==> src/sv/sioidr_pkg.sv <==
// Package for the Super I/O index/data resource decoder.
// Access codes, register map constants and the base address decode functions.
// No dependencies.
`default_nettype none

package sioidr_pkg;

    typedef enum logic [1:0]
    {
        FUNC_CFG_READ   = 2'd0,
        FUNC_CFG_WRITE  = 2'd1,
        FUNC_GPIO_READ  = 2'd2,
        FUNC_GPIO_WRITE = 2'd3
    } func_t;

    localparam int NUM_REGS = 32;
    localparam int IDX_W    = $clog2(NUM_REGS);

    typedef logic [7:0]       byte_t;
    typedef logic [IDX_W-1:0] idx_t;
    typedef logic [9:0]       base_t;
    typedef logic [2:0]       irq_t;

    localparam byte_t CHIP_ID   = 8'h88;
    localparam byte_t FORCE_VAL = 8'h70;
    localparam byte_t GPIO_MASK = 8'hff;

    localparam idx_t REG_FER      = 5'h00;
    localparam idx_t REG_FAR      = 5'h01;
    localparam idx_t REG_FORCED   = 5'h08;
    localparam idx_t REG_GPIO_BA  = 5'h0f;
    localparam idx_t REG_PMC      = 5'h12;
    localparam idx_t REG_LPT_EXT  = 5'h1b;

    localparam byte_t FAR_RESET     = 8'h10;
    localparam byte_t GPIO_BA_RESET = 8'h1e;
    localparam byte_t PMC_RESET     = 8'h30;

    localparam irq_t IRQ_EVEN = 3'd4;
    localparam irq_t IRQ_ODD  = 3'd3;

    function automatic byte_t reg_reset_value(input idx_t idx);
        byte_t v;
        v = '0;
        if (idx == REG_FAR)
            v = FAR_RESET;
        else if (idx == REG_GPIO_BA)
            v = GPIO_BA_RESET;
        else if (idx == REG_PMC)
            v = PMC_RESET;
        return v;
    endfunction

    function automatic base_t serial_base(input logic [1:0] sel, input logic [1:0] hi);
        base_t b;
        b = '0;
        unique case (sel)
            2'd0: b = 10'h3f8;
            2'd1: b = 10'h2f8;
            2'd2:
            begin
                unique case (hi)
                    2'd0: b = 10'h3e8;
                    2'd1: b = 10'h338;
                    2'd2: b = 10'h2e8;
                    2'd3: b = 10'h220;
                endcase
            end
            2'd3:
            begin
                unique case (hi)
                    2'd0: b = 10'h2e8;
                    2'd1: b = 10'h238;
                    2'd2: b = 10'h2e0;
                    2'd3: b = 10'h228;
                endcase
            end
        endcase
        return b;
    endfunction

    // reserved codes 3 and 11 decode to no port
    function automatic base_t parallel_base(input logic [3:0] code);
        base_t b;
        b = '0;
        unique case (code)
            4'h0, 4'h8, 4'h4, 4'h5, 4'h6, 4'h7:   b = 10'h378;
            4'h1, 4'h9:                           b = 10'h3bc;
            4'h2, 4'ha, 4'hc, 4'hd, 4'he, 4'hf:   b = 10'h278;
            4'h3, 4'hb:                           b = '0;
        endcase
        return b;
    endfunction

endpackage

`default_nettype wire

==> src/sv/superio_index_data_resource_decoder_core.sv <==
// Top level of the Super I/O index/data resource decoder.
// Holds the index latch, register file, GPIO latch and the resource map decode.
// Depends on sioidr_pkg.
//
// Usage:
//   A bus access word (func, port_odd, write_data) is taken at a rising edge
//   with start high and busy low. busy is always low: a word may be issued
//   every cycle.
//   The word is registered, then executed against the register file in the
//   following cycle; its result (read_data and the full resource map) is
//   registered and shown with done high for exactly one cycle.
//   Throughput: one word per cycle, set by the single register file
//   update and the index latch in the execute cycle.
//   The map reflects the register contents after the access itself.
//   The receiver cannot stall: a result not taken in its done cycle is gone.
//   Reset (rst_n low, asynchronous) clears the pipeline, loads the register
//   file defaults, zeroes the index and GPIO latches and arms the chip
//   identity read. It takes effect at once; no clearing pass follows.
`default_nettype none

module superio_index_data_resource_decoder_core
(
    input  wire                  clk,
    input  wire                  rst_n,
    input  wire                  start,
    output logic                 busy,
    input  wire  [1:0]           func,
    input  wire                  port_odd,
    input  wire  [7:0]           write_data,
    output logic                 done,
    output sioidr_pkg::byte_t    read_data,
    output logic                 fdc_enabled,
    output logic                 com1_enabled,
    output sioidr_pkg::base_t    com1_base,
    output sioidr_pkg::irq_t     com1_irq,
    output logic                 com2_enabled,
    output sioidr_pkg::base_t    com2_base,
    output sioidr_pkg::irq_t     com2_irq,
    output sioidr_pkg::base_t    lpt_base,
    output sioidr_pkg::base_t    gpio_base
);

    import sioidr_pkg::*;

    logic  valid_reg;
    func_t func_reg;
    logic  odd_reg;
    byte_t wd_reg;

    byte_t cfg_reg  [NUM_REGS];
    byte_t cfg_next [NUM_REGS];
    idx_t  index_reg, index_next;
    logic  id_pending_reg, id_pending_next;
    byte_t gpio_reg, gpio_next;

    logic  done_reg;
    byte_t rd_reg, rd_next;
    logic  fdc_reg, fdc_next;
    logic  c1en_reg, c1en_next;
    base_t c1base_reg, c1base_next;
    irq_t  c1irq_reg, c1irq_next;
    logic  c2en_reg, c2en_next;
    base_t c2base_reg, c2base_next;
    irq_t  c2irq_reg, c2irq_next;
    base_t lpt_reg, lpt_next;
    base_t gba_reg, gba_next;

    byte_t fer, far_v, ext;

    assign busy = 1'b0;

    always_ff @(posedge clk or negedge rst_n)
    begin
        if (!rst_n)
        begin
            valid_reg <= 1'b0;
        end
        else
        begin
            valid_reg <= start && !busy;
        end
    end

    always_ff @(posedge clk)
    begin
        if (start && !busy)
        begin
            func_reg <= func_t'(func);
            odd_reg  <= port_odd;
            wd_reg   <= write_data;
        end
    end

    always_comb
    begin
        for (int i = 0; i < NUM_REGS; i++)
            cfg_next[i] = cfg_reg[i];
        index_next      = index_reg;
        id_pending_next = id_pending_reg;
        gpio_next       = gpio_reg;
        rd_next         = '0;
        if (valid_reg)
        begin
            unique case (func_reg)
                FUNC_CFG_READ:
                begin
                    if (!odd_reg)
                    begin
                        if (id_pending_reg)
                        begin
                            id_pending_next = 1'b0;
                            rd_next         = CHIP_ID;
                        end
                        else
                        begin
                            rd_next = byte_t'(index_reg);
                        end
                    end
                    else
                    begin
                        cfg_next[REG_FORCED] = FORCE_VAL;
                        rd_next = (index_reg == REG_FORCED) ? FORCE_VAL : cfg_reg[index_reg];
                    end
                end
                FUNC_CFG_WRITE:
                begin
                    if (!odd_reg)
                        index_next = wd_reg[IDX_W-1:0];
                    else
                        cfg_next[index_reg] = wd_reg;
                end
                FUNC_GPIO_READ:
                begin
                    rd_next = odd_reg ? GPIO_MASK : gpio_reg;
                end
                FUNC_GPIO_WRITE:
                begin
                    if (!odd_reg)
                        gpio_next = wd_reg;
                end
            endcase
        end
    end

    always_comb
    begin
        fer   = cfg_next[REG_FER];
        far_v = cfg_next[REG_FAR];
        ext   = cfg_next[REG_LPT_EXT];

        fdc_next    = fer[3];
        c1en_next   = fer[1];
        c2en_next   = fer[2];
        c1base_next = fer[1] ? serial_base(far_v[3:2], far_v[7:6]) : '0;
        c1irq_next  = fer[1] ? (far_v[2] ? IRQ_ODD : IRQ_EVEN) : '0;
        c2base_next = fer[2] ? serial_base(far_v[5:4], far_v[7:6]) : '0;
        c2irq_next  = fer[2] ? (far_v[4] ? IRQ_ODD : IRQ_EVEN) : '0;
        lpt_next    = fer[0] ? parallel_base({ext[5:4], far_v[1:0]}) : '0;
        gba_next    = {cfg_next[REG_GPIO_BA], 2'b00};
    end

    always_ff @(posedge clk or negedge rst_n)
    begin
        if (!rst_n)
        begin
            for (int i = 0; i < NUM_REGS; i++)
                cfg_reg[i] <= reg_reset_value(idx_t'(i));
            index_reg      <= '0;
            id_pending_reg <= 1'b1;
            gpio_reg       <= '0;
            done_reg       <= 1'b0;
        end
        else
        begin
            for (int i = 0; i < NUM_REGS; i++)
                cfg_reg[i] <= cfg_next[i];
            index_reg      <= index_next;
            id_pending_reg <= id_pending_next;
            gpio_reg       <= gpio_next;
            done_reg       <= valid_reg;
        end
    end

    always_ff @(posedge clk)
    begin
        if (valid_reg)
        begin
            rd_reg     <= rd_next;
            fdc_reg    <= fdc_next;
            c1en_reg   <= c1en_next;
            c1base_reg <= c1base_next;
            c1irq_reg  <= c1irq_next;
            c2en_reg   <= c2en_next;
            c2base_reg <= c2base_next;
            c2irq_reg  <= c2irq_next;
            lpt_reg    <= lpt_next;
            gba_reg    <= gba_next;
        end
    end

    assign done         = done_reg;
    assign read_data    = rd_reg;
    assign fdc_enabled  = fdc_reg;
    assign com1_enabled = c1en_reg;
    assign com1_base    = c1base_reg;
    assign com1_irq     = c1irq_reg;
    assign com2_enabled = c2en_reg;
    assign com2_base    = c2base_reg;
    assign com2_irq     = c2irq_reg;
    assign lpt_base     = lpt_reg;
    assign gpio_base    = gba_reg;

`ifndef NO_ASSERTIONS
    a_result_follows: assert property (@(posedge clk) disable iff (!rst_n)
        valid_reg |=> done)
        else $error("accepted word produced no result");

    a_id_clear: assert property (@(posedge clk) disable iff (!rst_n)
        $fell(id_pending_reg) |-> $past(valid_reg && func_reg == FUNC_CFG_READ && !odd_reg))
        else $error("identity flag cleared without an index read");

    a_com1_irq: assert property (@(posedge clk) disable iff (!rst_n)
        done && !com1_enabled |-> com1_irq == '0 && com1_base == '0)
        else $error("disabled serial port reports resources");

    a_id_read: assert property (@(posedge clk) disable iff (!rst_n)
        $fell(id_pending_reg) |-> read_data == CHIP_ID && done)
        else $error("identity read returned wrong byte");
`endif

endmodule

`default_nettype wire

==> config.mk <==
export PLATFORM = sky130hd
export DESIGN_NAME = superio_index_data_resource_decoder_core
export DESIGN_NICKNAME = d
export VERILOG_FILES = /design/src/sv/sioidr_pkg.sv /design/src/sv/superio_index_data_resource_decoder_core.sv
export SDC_FILE = /design/constraint.sdc
export NUM_CORES = 1
export LEC_CHECK = 0
export ABC_CLOCK_PERIOD_IN_PS = 2700
export BUFFER_PORTS_ARGS = -buffer_cell sky130_fd_sc_hd__buf_4
export CAP_MARGIN = 20
export CORE_MARGIN = 2
export CORE_UTILIZATION = 49
export CTS_CLUSTER_DIAMETER = 30
export DETAILED_ROUTE_END_ITERATION = 7
export HOLD_SLACK_MARGIN = 0.12
export PLACE_DENSITY = 0.69
export SLEW_MARGIN = 20
export SYNTH_ARGS = -nofsm -noshare
export SYNTH_HDL_FRONTEND = slang
export SYNTH_SLANG_ARGS = --single-unit
==> constraint.sdc <==
create_clock -name clk -period 2.7 [get_ports clk]
set_input_delay 0.135 -clock clk [delete_from_list [all_inputs] [get_ports clk]]
set_output_delay 0.135 -clock clk [all_outputs]
set_load 0.005 [all_outputs]
# --- Word level (Yosys, flattened, before mapping) ---
# Memory sizes are Yosys's and may differ from the RTL's. A register that Yosys moved wholly into a read port is not among the register bits.
# Index checks and enable logic that the tools add are counted.
totals:
  in_bits: 14
  register_bits: 338
  mem_count: 1
  rom_bits: 128
mem_list:
  columns: ["name", "depth", "word_bits", "rd", "rd_ports_with_merged_regs", "write_ports", "line_no", "source"]
  rows:
  - ["(no name shown)", 16, 8, 1, 1, 0, "sioidr_pkg.sv:86", "unique case (code)"]
classes:
  mux: 23
  bitwise: 2
  order_cmp: 2
  reduce_logical: 12
  eq_ne: 15
op_table:
  columns: ["cell", "count"]
  rows:
  - ["2-to-1 mux 252 bit", 2]
  - ["bitwise mux 256 bit", 1]
  - ["2-to-1 mux 184 bit", 1]
  - ["case mux 10 bit (4 select lines)", 4]
  - ["2-to-1 mux 8 bit", 8]
  - ["2-to-1 mux 60 bit", 1]
  - ["binary-select mux 8 bit (select 5 bit)", 1]
  - ["demux 8 bit (select 5 bit)", 1]
  - ["case mux 8 bit (2 select lines)", 2]
  - ["equality test 2 bit (second input constant)", 8]
  - ["AND reduction 3 bit", 4]
  - ["equality test 2 x 1 -> 1 bit (second input constant)", 4]
  - ["zero test 2 bit", 4]
  - [">= comparator 6 bit (second input constant)", 1]
  - ["< comparator 6 x 1 -> 1 bit (second input constant)", 1]
  - ["2-to-1 mux 3 bit", 2]
  - ["NOT 5 -> 6 bit", 1]
  - ["equality test 5 x 4 -> 1 bit (second input constant)", 1]
  - ["!= test 2 bit (second input constant)", 2]
  - ["AND reduction 4 bit", 1]
  - ["nonzero test 2 bit", 1]
  - ["logical AND 1 bit", 1]
  - ["zero test 1 bit", 1]
  - ["NOT 1 bit", 1]

# --- Logic depth before layout (Yosys ltp) ---
logic_depth:
  depth_word: 12
  mapped_depth: 9

# --- Worst setup path before layout ---
# No wires, ideal clock.
synth_timing:
  path_kind: "reg2reg"
  start: "register valid_reg"
  end: "register lpt_reg[8] (netlist: lpt_base[8]), data pin"
  path_slack_ps: -135
  stages_incl_launch_ff: 6
  path_buffers: 0
  arrival_ps: 2696
  t_required_ps: 2561
  path_cell_list: "dfrtp_1 > nand4b_2 > nor4_4 > mux2_4 > mux2_2 > nor2_1"
synth_lines:
  columns: ["element", "line_no", "source"]
  rows:
  - ["from (decl)", "superio_index_data_resource_decoder_core.sv:45", "logic valid_reg;"]
  - ["from (signal assigned)", "superio_index_data_resource_decoder_core.sv:80", "valid_reg <= start && !busy;"]
  - ["to (decl)", "superio_index_data_resource_decoder_core.sv:65", "base_t lpt_reg, lpt_next;"]

# --- Worst setup path in the final report ---
layout_timing:
  start: "register index_reg[1]"
  end: "register rd_reg[3] (netlist: read_data[3]), data pin"
layout_between:
  elab_chain_len: 7
  elab_cells_between_ends: 8
layout_rtl:
  columns: ["element", "line_no", "source"]
  rows:
  - ["from (decl)", "superio_index_data_resource_decoder_core.sv:52", "idx_t index_reg, index_next;"]
  - ["from (signal assigned)", "superio_index_data_resource_decoder_core.sv:177", "index_reg <= index_next;"]
  - ["NOT 5 -> 6 bit (not written as such)", "superio_index_data_resource_decoder_core.sv:122", "rd_next = (index_reg == REG_FORCED) ? FORCE_VAL : cfg_reg[index_reg];"]
  - ["binary-select mux 8 bit (select 5 bit)", "superio_index_data_resource_decoder_core.sv:122", null]
  - ["2-to-1 mux 8 bit (not written as such) (2 in series)", "superio_index_data_resource_decoder_core.sv:122", null]
  - ["2-to-1 mux 8 bit (*)", "superio_index_data_resource_decoder_core.sv:122", null]
  - ["2-to-1 mux 8 bit (*)", "superio_index_data_resource_decoder_core.sv:107", "if (!odd_reg)"]
  - ["case mux 8 bit (2 select lines) (*)", "superio_index_data_resource_decoder_core.sv:104", "unique case (func_reg)"]
  - ["to (signal assigned)", "superio_index_data_resource_decoder_core.sv:188", "rd_reg <= rd_next;"]
  - ["to (decl)", "superio_index_data_resource_decoder_core.sv:57", "byte_t rd_reg, rd_next;"]
# Every way passes the cells marked *; elsewhere a longest branch is shown, timed or not. The select of a mux whose other input is x is not followed.
# A chain may end at the register's enable or synchronous reset.

==> metrics.cfg <==
[synth]
synth_area_leaders = dfrtp_1, mux2_2, edfxtp_1, mux4_2, mux2i_1
synth.distinct_cells = 72
synth-edff-count = 48
async_flop_share_pct = 85.0
synth_seq_area_share_pct = 55.8
synth_seq_cells = 320
syn_inst = 1019
post-synth-top-area-cell = dfrtp_1
syn_avg_cell_area_um2 = 14.5
synth_area_um2 = 14800
ys.flop_type = dfrtp_1
synth.top_cell.area_share_pct = 44.6
yosysWarningCount = 0

[die]
initial_utilization_pct = 49.8
pin_count = 73
die_w_um = 178
dieArea_um2 = 31600
std_cell_rows = 63
die_h_um = 178
core_area_um2 = 29700

[clock_network]
cts_buffer_depth = 3
cts_made_buffers = 71
clk_latency_ps = 560
post_cts_buffers = 0
clkTransAtPathRegs_ps = 50
clock-root-buffer = clkbuf_16
cts_tree = yes
numClockSinks = 320
h-tree-depth = 3

[global_route]
grt_pass1_wl_mm = 56.6
grt_max_degree = 86
grt_use_total_pct = 23.8
grt_pass1_vias = 9595
overflow = 0
antenna_found_initial = 1

[routing]
drt_iter0_drc = 691
ant_nets = 0
wl_mm = 36.3
detail_route.first_pass.iterations = 5
route.detailed.drc = 0
viasPerCell = 5.78
vias = 9164
wl_per_cell_um = 22.9

[cells_and_area]
nNetsFinal = 1153
nFillCells = 2215
diodes = 0
layout_common_cells = dfrtp_1, mux2_2, buf_4
largest_reg_flops = 256
layout.cells.most_common = dfrtp_1
area_growth_pct = 23.1
drive_gt1_share_pct = 46.7
stdcell_count = 1586

[worst_setup_path]
cp_top_family = compound AO/OA/AOI/OAI gates
crit_slowest_cell = mux4_2
path_buf_inv = 1
reg2reg_from = index_reg[1]
reg2reg_slack_ps = 130
start_kind = flop
startpoint = index_reg[1]
crit_fanout = 10
r2r-end = read_data[3]
worstPathArrival_ps = 2860
required_ps = 2990
cpPeakStageDelay_ps = 570
critical_path_class = reg2reg
crit_chain = buf_4, mux4_2, a2111oi_1, o2111a_1, a2111oi_2
cp-end-kind = flop
r2r_cells = 5

[sta]
finalMaxSlewViolations = 0
worst_slack_ps = 127
worstMarginPinSlew_ps = 938
timing.fmax_mhz = 389
finalCriticalPeriod_ps = 2570
fin_crit_sh_pct = 95.3
hold_viol = 0
setup_violations = 0
max_slew_margin_pct = 37.5
rsz0062_at_grt = no
skew_ps = 30.2

[job]
drv_cap = 0

[run_status]
status = finished clean

[pwr]
vdd_ir_drop_max_mv = 0.528
leakage_nw = 8.48
power_density_nw_per_um2 = 954
p_total_mw = 17.4

[placed_design]
place.gp.congestion = 0.869
dp.cells = 1442
place_ws_ps = 8.81
hpwlAfterDp_mm = 22.8
port_buffers = 61

[worst_hold_path]
hp-class = in2async

-- how the worst max path moves through the flow --
stage | slack (ps) | endpoint | cells after the start
after floorplan | 280 | lpt_base[8] | 5
after global placement | -20 | read_data[3] | 5
after global routing | 30 | cfg_reg[80] | 5
after CTS | 5 | read_data[3] | 5
final | 130 | read_data[3] | 5
after detailed placement | 9 | read_data[3] | 5
-- cell families after synthesis --
group	Yosys count	share of synthesized area (%)
multiplexers	335	29.3
buffers and inverters	101	4.17
flip-flops	320	55.8
AND/OR/NAND/NOR	151	5.96
AO/OA/AOI/OAI	107	4.55
XOR/XNOR	4	0.237
other	1	0.0253
-- stage by stage --
stage | hold WS (ps) | utilization [%] | setup TNS (ps) | instance area, um^2
2_1_floorplan | -161 | - | 0 | 14800
3_3_place_gp | 130 | 52.9 | -19.7 | 15700
3_5_place_dp | 132 | 52.9 | 0 | 15700
4_1_cts | 142 | 61.3 | 0 | 18200
5_1_grt | 183 | 61.3 | 0 | 18200
6_report | 136 | 61.3 | 0 | 18200
-- metal layers --
metal / global-route usage, % / vias up / part of all wire, %
met4: 10.2 / 2 / 3.7
li1: - / 4032 / -
met3: 4.93 / 94 / 5.1
met5: 0 / - / 0.036
met1: 31.4 / 4752 / 43
met2: 38.5 / 284 / 48
-- synthesized netlist by cell type, drive strengths merged, types with 3 or more instances --
| cell type | number |
|---|---|
| a211oi | 4 |
| a21oi | 17 |
| a221oi | 4 |
| a22o | 3 |
| a22oi | 4 |
| a31oi | 4 |
| and3 | 5 |
| buf | 55 |
| clkbuf | 35 |
| dfrtp | 264 |
| dfstp | 8 |
| edfxtp | 48 |
| inv | 11 |
| mux2 | 251 |
| mux2i | 34 |
| mux4 | 50 |
| nand2 | 61 |
| nand2b | 5 |
| nand3 | 9 |
| nor2 | 21 |
| nor2b | 7 |
| nor3 | 10 |
| nor3b | 6 |
| o211ai | 6 |
| o21ai | 40 |
| o22ai | 13 |
| o31ai | 3 |
| or3 | 3 |
-- final cells by class --
| class | instances | area [um^2] | area share, % |
|---|---|---|---|
| clock buffers | 100 | 2040 | 11.2 |
| clock inverters | 30 | 319 | 1.75 |
| inverters | 11 | 41.3 | 0.227 |
| multi-input cells | 608 | 5980 | 32.8 |
| flip-flops and latches | 320 | 8270 | 45.4 |
| well taps | 390 | 488 | 2.68 |
| repair buffers | 127 | 1090 | 6.00 |
-- repair_timing --
item | 4_1_cts | 5_1_grt
setup endpoints to repair | 0 | 1
hold buffers | 13 | 0
endpoints found under the hold margin | 287 | 0
gates resized for setup | 0 | 3
-- worst reg2reg max path, stage by stage, from the launching register on --
cell	delay, ps
dfrtp_4	540
buf_4	270
mux4_2	570
a2111oi_1	540
o2111a_1	320
a2111oi_2	70
-- power breakdown --
part           total [mW]  leakage [nW]  switching, mW  internal (mW)
sequential           6.16          4.18          0.494           5.67
clock                8.31          1.15           2.68           5.63
combinational        2.91          3.15           1.45           1.47
No activity file was read; power rests on OpenSTA's default activity.
